## src/hw/rtl/fita_pkg.sv

```systemverilog
// Package for the format integer to ASCII unit.
// Holds shared constants, the controller state type, the command and status
// structs, and the digit-to-character function. Depends on nothing.
package fita_pkg;

    // Field widths.
    localparam int CHAR_W  = 8;
    localparam int VALUE_W = 32;
    localparam int TOTAL_W = 32;
    localparam int DIGIT_W = 4;
    localparam int S_DATA_W = CHAR_W + VALUE_W;
    localparam int M_DATA_W = CHAR_W + TOTAL_W;

    // Digit scratch store.
    localparam int MAX_DIGITS = 11;
    localparam int DCNT_W     = $clog2(MAX_DIGITS + 1);

    // Prefix characters ahead of the digits: at most two.
    localparam int PCNT_W = 2;

    // Reciprocal of ten, scaled by 2^35, for the divide-by-ten step.
    localparam logic [VALUE_W-1:0] RECIP_10 = 32'hCCCC_CCCD;
    localparam int RECIP_SHIFT = 35;

    // Character codes.
    localparam logic [CHAR_W-1:0] CHAR_PERCENT = 8'h25;
    localparam logic [CHAR_W-1:0] CHAR_MINUS   = 8'h2D;
    localparam logic [CHAR_W-1:0] CHAR_ZERO    = 8'h30;
    localparam logic [CHAR_W-1:0] CHAR_LOWER_A = 8'h61;
    localparam logic [CHAR_W-1:0] CHAR_UPPER_A = 8'h41;
    localparam logic [CHAR_W-1:0] CHAR_D       = 8'h64;
    localparam logic [CHAR_W-1:0] CHAR_I       = 8'h69;
    localparam logic [CHAR_W-1:0] CHAR_U       = 8'h75;
    localparam logic [CHAR_W-1:0] CHAR_O       = 8'h6F;
    localparam logic [CHAR_W-1:0] CHAR_X_LOW   = 8'h78;
    localparam logic [CHAR_W-1:0] CHAR_X_UP    = 8'h58;

    // Number base of a conversion.
    typedef enum logic [1:0] {
        BASE_DEC,
        BASE_OCT,
        BASE_HEX
    } base_t;

    // Controller states.
    typedef enum logic [1:0] {
        ST_IDLE,
        ST_CONVERT,
        ST_EMIT
    } state_t;

    // Commands from the controller to the datapath.
    typedef struct packed {
        logic load;     // take the input request and decode it
        logic convert;  // produce one digit
        logic emit;     // load the next character into the output register
    } fita_cmd_t;

    // Status from the datapath to the controller.
    typedef struct packed {
        logic arm;          // input request only arms the percent flag
        logic has_digits;   // input request needs a digit conversion
        logic convert_done; // the digit being produced is the last one
        logic out_free;     // output register can take a character
        logic emit_last;    // character being emitted ends the run
    } fita_status_t;

    // Maps one digit to its ASCII character.
    function automatic logic [CHAR_W-1:0] digit_char(input logic [DIGIT_W-1:0] digit,
                                                     input logic upper);
        logic [CHAR_W-1:0] ext;
        ext = {{(CHAR_W - DIGIT_W){1'b0}}, digit};
        if (digit < 4'd10) begin
            return CHAR_ZERO + ext;
        end else if (upper) begin
            return CHAR_UPPER_A + ext - 8'd10;
        end else begin
            return CHAR_LOWER_A + ext - 8'd10;
        end
    endfunction

endpackage

```

## src/hw/rtl/fita_ctrl.sv

```systemverilog
// Controller state machine of the format integer to ASCII unit.
// Sequences decode, digit conversion and character output.
// Depends on fita_pkg.
module fita_ctrl (
    input  logic                  aclk,
    input  logic                  aresetn,
    input  logic                  s_tvalid,
    output logic                  s_tready,
    output fita_pkg::fita_cmd_t   cmd,
    input  fita_pkg::fita_status_t status
);

    fita_pkg::state_t state_reg;
    fita_pkg::state_t state_next;

    // State register.
    always_ff @(posedge aclk) begin
        if (!aresetn) begin
            state_reg <= fita_pkg::ST_IDLE;
        end else begin
            state_reg <= state_next;
        end
    end

    // Next-state logic.
    always_comb begin
        state_next = state_reg;
        unique case (state_reg)
            fita_pkg::ST_IDLE: begin
                if (s_tvalid && !status.arm) begin
                    state_next = status.has_digits ? fita_pkg::ST_CONVERT
                                                   : fita_pkg::ST_EMIT;
                end
            end
            fita_pkg::ST_CONVERT: begin
                if (status.convert_done) begin
                    state_next = fita_pkg::ST_EMIT;
                end
            end
            fita_pkg::ST_EMIT: begin
                if (status.out_free && status.emit_last) begin
                    state_next = fita_pkg::ST_IDLE;
                end
            end
            default: begin
                state_next = fita_pkg::ST_IDLE;
            end
        endcase
    end

    // Output logic.
    always_comb begin
        s_tready    = 1'b0;
        cmd         = '0;
        unique case (state_reg)
            fita_pkg::ST_IDLE: begin
                s_tready = 1'b1;
                cmd.load = s_tvalid;
            end
            fita_pkg::ST_CONVERT: begin
                cmd.convert = 1'b1;
            end
            fita_pkg::ST_EMIT: begin
                cmd.emit = status.out_free;
            end
            default: begin
                s_tready = 1'b0;
            end
        endcase
    end

endmodule

```

## config.mk

```make
export PLATFORM = sky130hd
export DESIGN_NAME = fita_ctrl
export DESIGN_NICKNAME = d
export VERILOG_FILES = /design/src/hw/rtl/fita_pkg.sv /design/src/hw/rtl/fita_ctrl.sv
export SDC_FILE = /design/constraint.sdc
export NUM_CORES = 1
export LEC_CHECK = 0
export ABC_AREA = 1
export BUFFER_PORTS_ARGS = -buffer_cell sky130_fd_sc_hd__buf_2
export CAP_MARGIN = 20
export CORE_AREA = 2 2 39 41
export DETAILED_ROUTE_END_ITERATION = 7
export DIE_AREA = 0 0 41 43
export PLACE_DENSITY_LB_ADDON = 0.15
export SYNTH_ARGS = -nofsm -noshare
export SYNTH_HDL_FRONTEND = slang
export SYNTH_SLANG_ARGS = --single-unit
```

## constraint.sdc

```tcl
create_clock -name aclk -period 1.51 [get_ports aclk]
set_input_delay 0 -clock aclk [delete_from_list [all_inputs] [get_ports aclk]]
set_output_delay 0 -clock aclk [all_outputs]
set_load 0.005 [all_outputs]
```

**Yosys cells after proc, flatten, opt, wreduce, memory -nomap -nowiden**

Cells that the tools add are included.

- Reduce and logical (&&, ||, !) cells: 5
- Equality and inequality tests: 5
- Muxes and demuxes: 9

Operators by type and width:

| operator | count |
|---|---|
| $mux W2 | 4 |
| $ne A2 B2 Y1 const B | 3 |
| $pmux W2 S3 | 1 |
| $mux W1 | 4 |
| $reduce_and A3 Y1 | 1 |
| $eq A2 B1 Y1 const B | 1 |
| $eq A2 B2 Y1 const B | 1 |
| $logic_and A1 B1 Y1 | 2 |
| $logic_not A2 Y1 | 1 |
| $logic_not A1 Y1 | 1 |

- Register bits: 2
- Output and inout bits: 4

**Longest topological paths before layout**

Gate-level depths: netlist (run 1).

- Depth in word-level cells: 4
- Depth in mapped cells: 5
- Depth with buffers taken out: 5

**Worst setup path after synthesis (run 1)**

Ideal clock, no wire load.

- Path kind: register to register
- Start point: register state_reg[1]
- End point: register state_reg[0]
- Data required time: 1431 ps
- Setup time: 79 ps
- Arrival: 732 ps
- Period minus slack after synthesis: 812 ps
- Slack: 698 ps
- Stages on the path, launching flop included: 4
- Buffers on the path: 0
- Cell sequence: dfxtp_1 -> nor2_2 -> nand2_1 -> a211oi_2

- Cells in the longest elaborated chain, start to end: 3
- Elaborated cells on any way between the ends: 8
- Those cells by class: 5 x eq/ne; 1 x mux; 2 x reduce/logical

Ends and longest elaborated chain:

| item | RTL line | RTL |
|---|---|---|
| from (decl) | fita_ctrl.sv:13 | `fita_pkg::state_t state_reg;` |
| from (signal assigned) | fita_ctrl.sv:19 | `state_reg <= fita_pkg::ST_IDLE;` |
| from (signal assigned) | fita_ctrl.sv:21 | `state_reg <= state_next;` |
| $eq A2 B2 Y1 (tied with other cells) | fita_ctrl.sv:28 | `unique case (state_reg)` |
| $ne A2 B2 Y1 (no line) | -- |  |
| $reduce_and A3 Y1 (no line) | -- |  |

Parallel ways exist; a longest one is shown, timed or not.
A chain may end at the register's enable or synchronous reset.

==> flow_summary.toml, run 1 <==
[status]
status = "completed"

[job]
drv_cap = 0

[power]
power_mw = 0.241
power_leakage_nw = 0.128
power_density_nw_per_um2 = 1010
ir_drop_mv = 0.172

[clocking]
insertion_delay_ns = 0.22
cts_buffer_depth = 2
cts_resized = 0
ctsHoldBuffers = 0
root_buffer = "clkbuf_4"
cts_made_buffers = 3
clock-sinks = 2
postCtsSetupRepairBufs = 0
cts_tree = "done"
cts_max_level = 1
path_clk_slew_ns = 0.03

[floorplan]
die_width_um = 41
pin_count = 12
coreArea_sq_um = 1380
die-height_um = 43
die_area_sq_um = 1760
row_count = 14
initial_core_util_pct = 10.2

[routing]
drtPass1Iterations = 1
drc = 0
viasPerCell = 3.46
routed_wl_um = 398
routedWlPerCell_um = 7.65
antenna_left = 0
drtIter0Drc = 0
vias = 180

[placement]
dp_hpwl_um = 341
portBuffers = 11
gp_congestion = 0.537

[global_route]
grt_max_degree = 8
grt_pass1_vias = 198
grt_pass1_wl_um = 655
grt_overflow = 0
grt_usage_pct = 5.81
antenna_found_initial = 0

[critical_path]
cp.arrival_ns = 0.99
cpPeakStageDelay_ns = 0.38
r2r_slack_ns = 0.59
end_kind = "output port"
r2r_end = "state_reg[1]"
path_class = "reg2out"
path_buf_inv = 2
cpLargestDelayFamily = "flip-flops"
worstPathRequired_ns = 1.51
r2r_cells = 4
reg2reg_from = "state_reg[0]"
critical-path-slowest-cell = "dfxtp_1"
cp_max_fo = 4
cp-start-kind = "register"
crit_chain = "inv_1, and3_2, buf_2"

[yosys]
yosysUniqueCellTypes = 12
synthTopCellsByArea = "dfxtp_1 28%, nand2_1 13%, inv_1 11%, a211oi_2 8.8%, a21oi_1 7.1%"
yosysTopAreaCellShare_pct = 28.3
avgSynthCellArea_sq_um = 6.43
ys_warn_count = 0
syn_nets = 30
netlist_area_sq_um = 141
ys_seq_area_share_pct = 28.3
yosys.area.top_type = "dfxtp_1"
ys_ff_latch = 2
synthCells = 22

[cells_and_area]
final_common_cell = "buf_2"
largest_reg_flops = 2
fillCellCount = 162
antenna-diode-count = 0
layout_common_cells = "11 x buf_2, 5 x nand2_1, 4 x inv_1"
drive_gt1_share_pct = 50.0
area_growth_pct = 69.0
nets = 46

[hold_path]
hold_end = "state_reg[0]"
min_from = "aresetn"
hold_class = "in2reg"
min_path_cells = 3

[sta]
hold_viol = 0
drv_slew = 0
min_period_ns = 0.987
fin_crit_sh_pct = 65.4
tightest_slew_ns = 0.237
timing.fmax_ghz = 1.01
slew_headroom_pct = 84.2
holdWs_ns = 0.0429
fin_tns_setup_ns = 0
fin_skew_ns = 0.00102
setup_violations = 0
rsz0062_at_grt = "false"
## area by class of cell
cell class | instances | area (sq um) | share of cell area [%]
Multi-Input combinational cell | 15 | 82.6 | 34.6
Timing Repair Buffer | 11 | 55.1 | 23.0
Sequential cell | 2 | 40.0 | 16.8
Clock buffer | 3 | 22.5 | 9.42
Tap cell | 16 | 20.0 | 8.38
Inverter | 5 | 18.8 | 7.85
## power breakdown
part | internal, mW | leakage [nW] | switching [mW]
registers | 0.0587 | 0.0164 | 0.00835
logic | 0.0290 | 0.0981 | 0.0288
clock network | 0.0875 | 0.0138 | 0.0289
total | 0.175 | 0.128 | 0.0661
## worst max path at each step
stage | start | slack, ns | cells after the start | end
2_1_floorplan | state_reg[1] | 0.70 | 3 | state_reg[0]
3_3_place_gp | state_reg[0] | 0.61 | 4 | state_reg[1]
3_5_place_dp | state_reg[0] | 0.58 | 4 | state_reg[1]
4_1_cts | state_reg[0] | 0.50 | 3 | cmd[0]
5_1_grt | state_reg[0] | 0.44 | 3 | cmd[0]
6_report | state_reg[0] | 0.52 | 3 | cmd[0]
## synthesized netlist by cell type
master	number
dfxtp_1	2
a21oi_1	2
nor3b_1	1
and3_2	1
nor2_2	1
a211oi_2	1
inv_1	4
nand3_1	2
nor2_1	1
nand2_1	5
nand4_1	1
inv_2	1
## stage by stage
stage | instance area, sq um | cells | setup WS [ns] | util (%)
after floorplan | 141 | 22 | 0.698 | -
after detailed placement | 216 | 49 | 0.585 | 15.6
after CTS | 239 | 52 | 0.504 | 17.3
final | 239 | 52 | 0.523 | 17.3
after global placement | 216 | 49 | 0.608 | 15.6
after global routing | 239 | 52 | 0.442 | 17.3
## worst register-to-register path, delay by kind of cell (launching register included)
kind	cells	cell delay, ns
DFF	1	0.38
and+or+nand+nor	2	0.23
AOI/OAI and AO/OA	1	0.14
buffers and inverters	1	0.10
## layer usage
| layer | vias up | part of all wire [%] | GRT usage (%) |
|---|---|---|---|
| met4 | 0 | 0 | 6.00 |
| met5 | - | 0 | 0 |
| li1 | 99 | - | - |
| met2 | 7 | 47 | 8.75 |
| met3 | 0 | 11 | 3.14 |
| met1 | 74 | 42 | 4.79 |
## cell families (layout without fill, tap and decap cells)
kind of cell / after synthesis / count (layout) / synth area share (%)
AND/OR/NAND/NOR: 12 / 12 / 42.5
buffers and inverters: 5 / 19 / 13.3
AO/OA/AOI/OAI: 3 / 3 / 15.9
flip-flops: 2 / 2 / 28.3
Note: power is estimated with default switching activity, not from simulation.
==> inputs of run 2 (changes only) <==
- clock period: 1.51 -> 0.92 ns (I/O delays scaled with it)
==> run 2 against run 1 <==
Compared with the run above:
- sequential share of layout area increased by 0.81 points
- design area increased by 7.3%
- worst setup slack got worse by 0.50 ns
- combinational power increased by 78%
- final cell count unchanged
- utilization increased by 1.3 points
- via count increased by 2.8%
- routed wire length decreased by 3.5%
- non-clock buffer count unchanged
- clock skew increased by 0.0037 ns
- critical path type unchanged
- largest cell class unchanged
==> flow_summary.toml, run 2 (synthesis results as in run 1) <==
[job]
drv_cap = 0

[sta]
min_period_ns = 0.894
holdWs_ns = 0.0429
drv_slew = 0
timing.fmax_ghz = 1.12
setup_violations = 0
fin_skew_ns = 0.00473
hold_viol = 0
fin_crit_sh_pct = 97.2
tightest_slew_ns = 0.160
slew_headroom_pct = 89.3
rsz0062_at_grt = "true"

[clocking]
insertion_delay_ns = 0.22
root_buffer = "clkbuf_4"
cts_buffer_depth = 2
path_clk_slew_ns = 0.03
clock-sinks = 2
cts_made_buffers = 3
cts_max_level = 1
cts_tree = "done"
ctsHoldBuffers = 0

[routing]
routedWlPerCell_um = 7.38
viasPerCell = 3.56
antenna_left = 0
drtIter0Drc = 3
drc = 0
routed_wl_um = 384
drtPass1Iterations = 2
vias = 185

[critical_path]
critical-path-slowest-cell = "dfxtp_2"
cpLargestDelayFamily = "flip-flops"
worstPathRequired_ns = 0.92
path_class = "reg2out"
end_kind = "output port"
cp.arrival_ns = 0.89
path_buf_inv = 2
crit_chain = "inv_2, and3_4, buf_2"
cp-start-kind = "register"
cp_max_fo = 4
cpPeakStageDelay_ns = 0.33

[cells_and_area]
largest_reg_flops = 2
antenna-diode-count = 0
layout_common_cells = "11 x buf_2, 5 x nand2_1, 3 x inv_1, 3 x clkbuf_4, 2 x inv_2"
area_growth_pct = 81.4
final_common_cell = "buf_2"
fillCellCount = 166
nets = 46
drive_gt1_share_pct = 63.9
fin_util_pct = 18.5
stdcell_area_sq_um = 256

[global_route]
grt_pass1_wl_um = 600
grt_usage_pct = 5.51
grt_overflow = 0
antenna_found_initial = 0
grt_pass1_vias = 176
grt_max_degree = 8

[hold_path]
hold_class = "in2reg"

[power]
power_mw = 0.410
power_density_nw_per_um2 = 1600
power_leakage_nw = 0.129
ir_drop_mv = 0.280

[placement]
portBuffers = 11
dp_hpwl_um = 314
gp_congestion = 0.553
placed_cell_area_sq_um = 216

[floorplan]
row_count = 14
coreArea_sq_um = 1380
die-height_um = 43
initial_core_util_pct = 10.2
pin_count = 12
die_width_um = 41
die_area_sq_um = 1760

[status]
status = "completed"
-- run 2: path summary, 6_finish.rpt --
kind / start / endpoint / slack (ns) / cells past startpoint
setup / recovery: state_reg[0] / cmd[0] / 0.03 / 3
hold / removal: aresetn / state_reg[1] / 0.04 / 3
setup reg to reg: state_reg[0] / state_reg[1] / 0.09 / 4
hold reg to reg: state_reg[1] / state_reg[1] / 0.55 / 2
-- run 2: report_power, final --
| group | switching [mW] | leakage (nW) | internal, mW |
|---|---|---|---|
| logic | 0.0508 | 0.0977 | 0.0524 |
| clock network | 0.0498 | 0.0138 | 0.144 |
| registers | 0.0149 | 0.0175 | 0.0981 |
| total | 0.115 | 0.129 | 0.294 |
-- run 2: final cells by class --
cell class	count	area [sq um]	share of cell area, %
tap	16	20.0	7.80
inverter	5	18.8	7.32
clock buffer	3	22.5	8.78
sequential	2	45.0	17.6
multi-input combinational	15	95.1	37.1
timing repair buffer	11	55.1	21.5
-- run 2: worst min-delay path, cell delays in order --
cell,delay [ns]
buf_2,0.07
inv_1,0.06
a21oi_2,0.09
-- run 2: per-stage QoR --
step                setup TNS (ns)  setup slack (ns)  cells
finish                           0            0.0260     52
global placement                 0            0.0172     49
CTS                              0            0.0142     52
detailed placement               0            0.0239     49
global route               -0.0500           -0.0243     52
floorplan                        0             0.108     22
-- run 2: timing repair --
action / in CTS / in global routing
resized for setup: 4 / 3
setup buffers: 0 / 0
endpoints found under the setup margin: 2 / 3
-- run 2: metal layers --
layer	vias to the layer above	track usage (%)	share of wire, %
met1	77	5.11	43
li1	101	-	-
met2	7	7.50	48
met4	0	6.00	0
met5	-	0	0
met3	0	3.14	8.9
==> inputs of run 3 (changes only) <==
- clock period: 0.92 -> 0.8 ns (I/O delays scaled with it)
==> run 3 against run 2 <==
Compared with the run above:
- the run now ends with negative setup slack left
- worst setup slack lost 0.18 ns
- clock skew is 0.0040 ns lower
- design area grew 6.3%
- flip-flop and latch count did not move
- power grew 19%
- utilization is 1.2 points higher
- via count up 5.4%
- clock power grew 14%
- die area unchanged
==> flow_summary.toml, run 3 (synthesis results as in run 1) <==
[status]
status = "finished, violations left"
violations = "negative setup slack"

[cells_and_area]
nets = 47
drive_gt1_share_pct = 56.8
final_common_cell = "buf_2"
antenna-diode-count = 0
layout_common_cells = "10 x buf_2, 5 x nand2_1, 4 x inv_1"
largest_reg_flops = 2
area_growth_pct = 92.9

[job]
drv_cap = 0

[hold_path]
min_path_cells = 3
hold_end = "state_reg[0]"
min_from = "aresetn"
hold_class = "in2reg"

[floorplan]
initial_core_util_pct = 10.2
coreArea_sq_um = 1380
pin_count = 12
die-height_um = 43
die_width_um = 41
row_count = 14
die_area_sq_um = 1760

[global_route]
top_usage_layer = "met2"
grt_max_degree = 7
grt_pass1_vias = 181
antenna_found_initial = 0
grt_pass1_wl_um = 572
met3_usage_pct = 4.71
grt_overflow = 0
grt_usage_pct = 5.21
use_met2_pct = 6.56
grt_use_met1_pct = 5.10

[clocking]
insertion_delay_ns = 0.22
cts_max_level = 1
root_buffer = "clkbuf_4"
cts_tree = "done"
clock-sinks = 2
postCtsSetupRepairBufs = 0
ctsHoldBuffers = 0
cts_made_buffers = 3
path_clk_slew_ns = 0.03
cts_buffer_depth = 2

[critical_path]
path_class = "reg2out"
critPathMostFrequentCell = "buf_6"
crit_chain = "buf_6, and3_4, buf_6"
path_buf_inv = 2
cpPeakStageDelay_ns = 0.36
cp.arrival_ns = 0.96
worstPathRequired_ns = 0.80
cpLargestDelayFamily = "flip-flops"
critical-path-slowest-cell = "dfxtp_4"
r2r_end = "state_reg[1]"
r2r_slack_ns = -0.07
reg2reg_from = "state_reg[0]"
cp_max_fo = 6
end_kind = "output port"
cp-start-kind = "register"
r2r_cells = 4

[routing]
viasPerCell = 3.68
vias = 195
routed_wl_um = 397
drc = 0
drtPass1Iterations = 1
drtIter0Drc = 0
antenna_left = 0
routedWlPerCell_um = 7.49

[sta]
rsz0062_at_grt = "true"
timing.fmax_ghz = 1.05
min_period_ns = 0.956
setup_violations = 6
hold_viol = 0
fin_crit_sh_pct = 119
slew_headroom_pct = 89.9
tightest_slew_ns = 0.152
drv_slew = 0
fin_ws_ns = -0.156
fin_tns_setup_ns = -0.468
holdWs_ns = 0.0372
fin_skew_ns = 0.000709

[power]
pwr-share-comb_pct = 27.6
clockPowerShare_pct = 45.5
switching_share_pct = 27.6
power_leakage_nw = 0.136
p_int_mw = 0.352
net-switching-power_mw = 0.134
ir_drop_mv = 0.621
power_frac_seq_pct = 26.8
power_density_nw_per_um2 = 1780

[placement]
portBuffers = 11
place_ws_ns = -0.0737
dp_hpwl_um = 341
gp_congestion = 0.639
run 3: cell count changes in the layout (fill, tap and decap cells not counted), sizes merged:
cell | before | now
buf | 11 | 12
run 3: power groups by stage:
stage | sequential [mW] | combinational [mW] | clock [mW]
after CTS | 0.132 | 0.135 | 0.235
after detailed placement | 0.132 | 0.124 | 0
after global routing | 0.132 | 0.151 | 0.245
after floorplan | 0.130 | 0.0689 | 0
after global placement | 0.132 | 0.125 | 0
final | 0.130 | 0.134 | 0.221
run 3: layer usage:
metal,share of wire (%),vias up
met4,1.0,0
met1,39,81
met2,45,11
met5,0,-
li1,-,101
met3,15,2
run 3: worst max path at each step:
stage / from / end / cells after the start
2_1_floorplan: state_reg[0] / state_reg[1] / 4
3_3_place_gp: state_reg[0] / state_reg[1] / 4
3_5_place_dp: state_reg[0] / state_reg[0] / 4
4_1_cts: state_reg[1] / cmd[0] / 3
5_1_grt: state_reg[1] / cmd[0] / 3
6_report: state_reg[1] / cmd[0] / 3
run 3: worst register-to-register path, cell delays in order (launching register included):
cell	delay, ns
dfxtp_4	0.36
inv_1	0.07
nand3_1	0.13
nand4_1	0.10
a21oi_1	0.13
run 3: per-stage QoR:
step	power (mW)	instance area, sq um	instances	util [%]
after floorplan	0.198	149	22	-
after global placement	0.257	231	50	16.7
after detailed placement	0.256	231	50	16.7
after CTS	0.502	270	53	19.5
after global routing	0.527	273	53	19.7
final	0.486	273	53	19.7
run 3: repair_timing:
action,4_1_cts,5_1_grt
resized for setup,4,1
setup endpoints to repair,6,6
pin swaps,0,1
run 3: area by class of cell:
type / count / area (sq um)
clock buffer: 3 / 22.5
fill: 171 / 1110
inverter: 5 / 18.8
multi-input combinational: 15 / 91.3
sequential: 2 / 47.5
tap: 16 / 20.0
timing repair buffer: 12 / 72.6
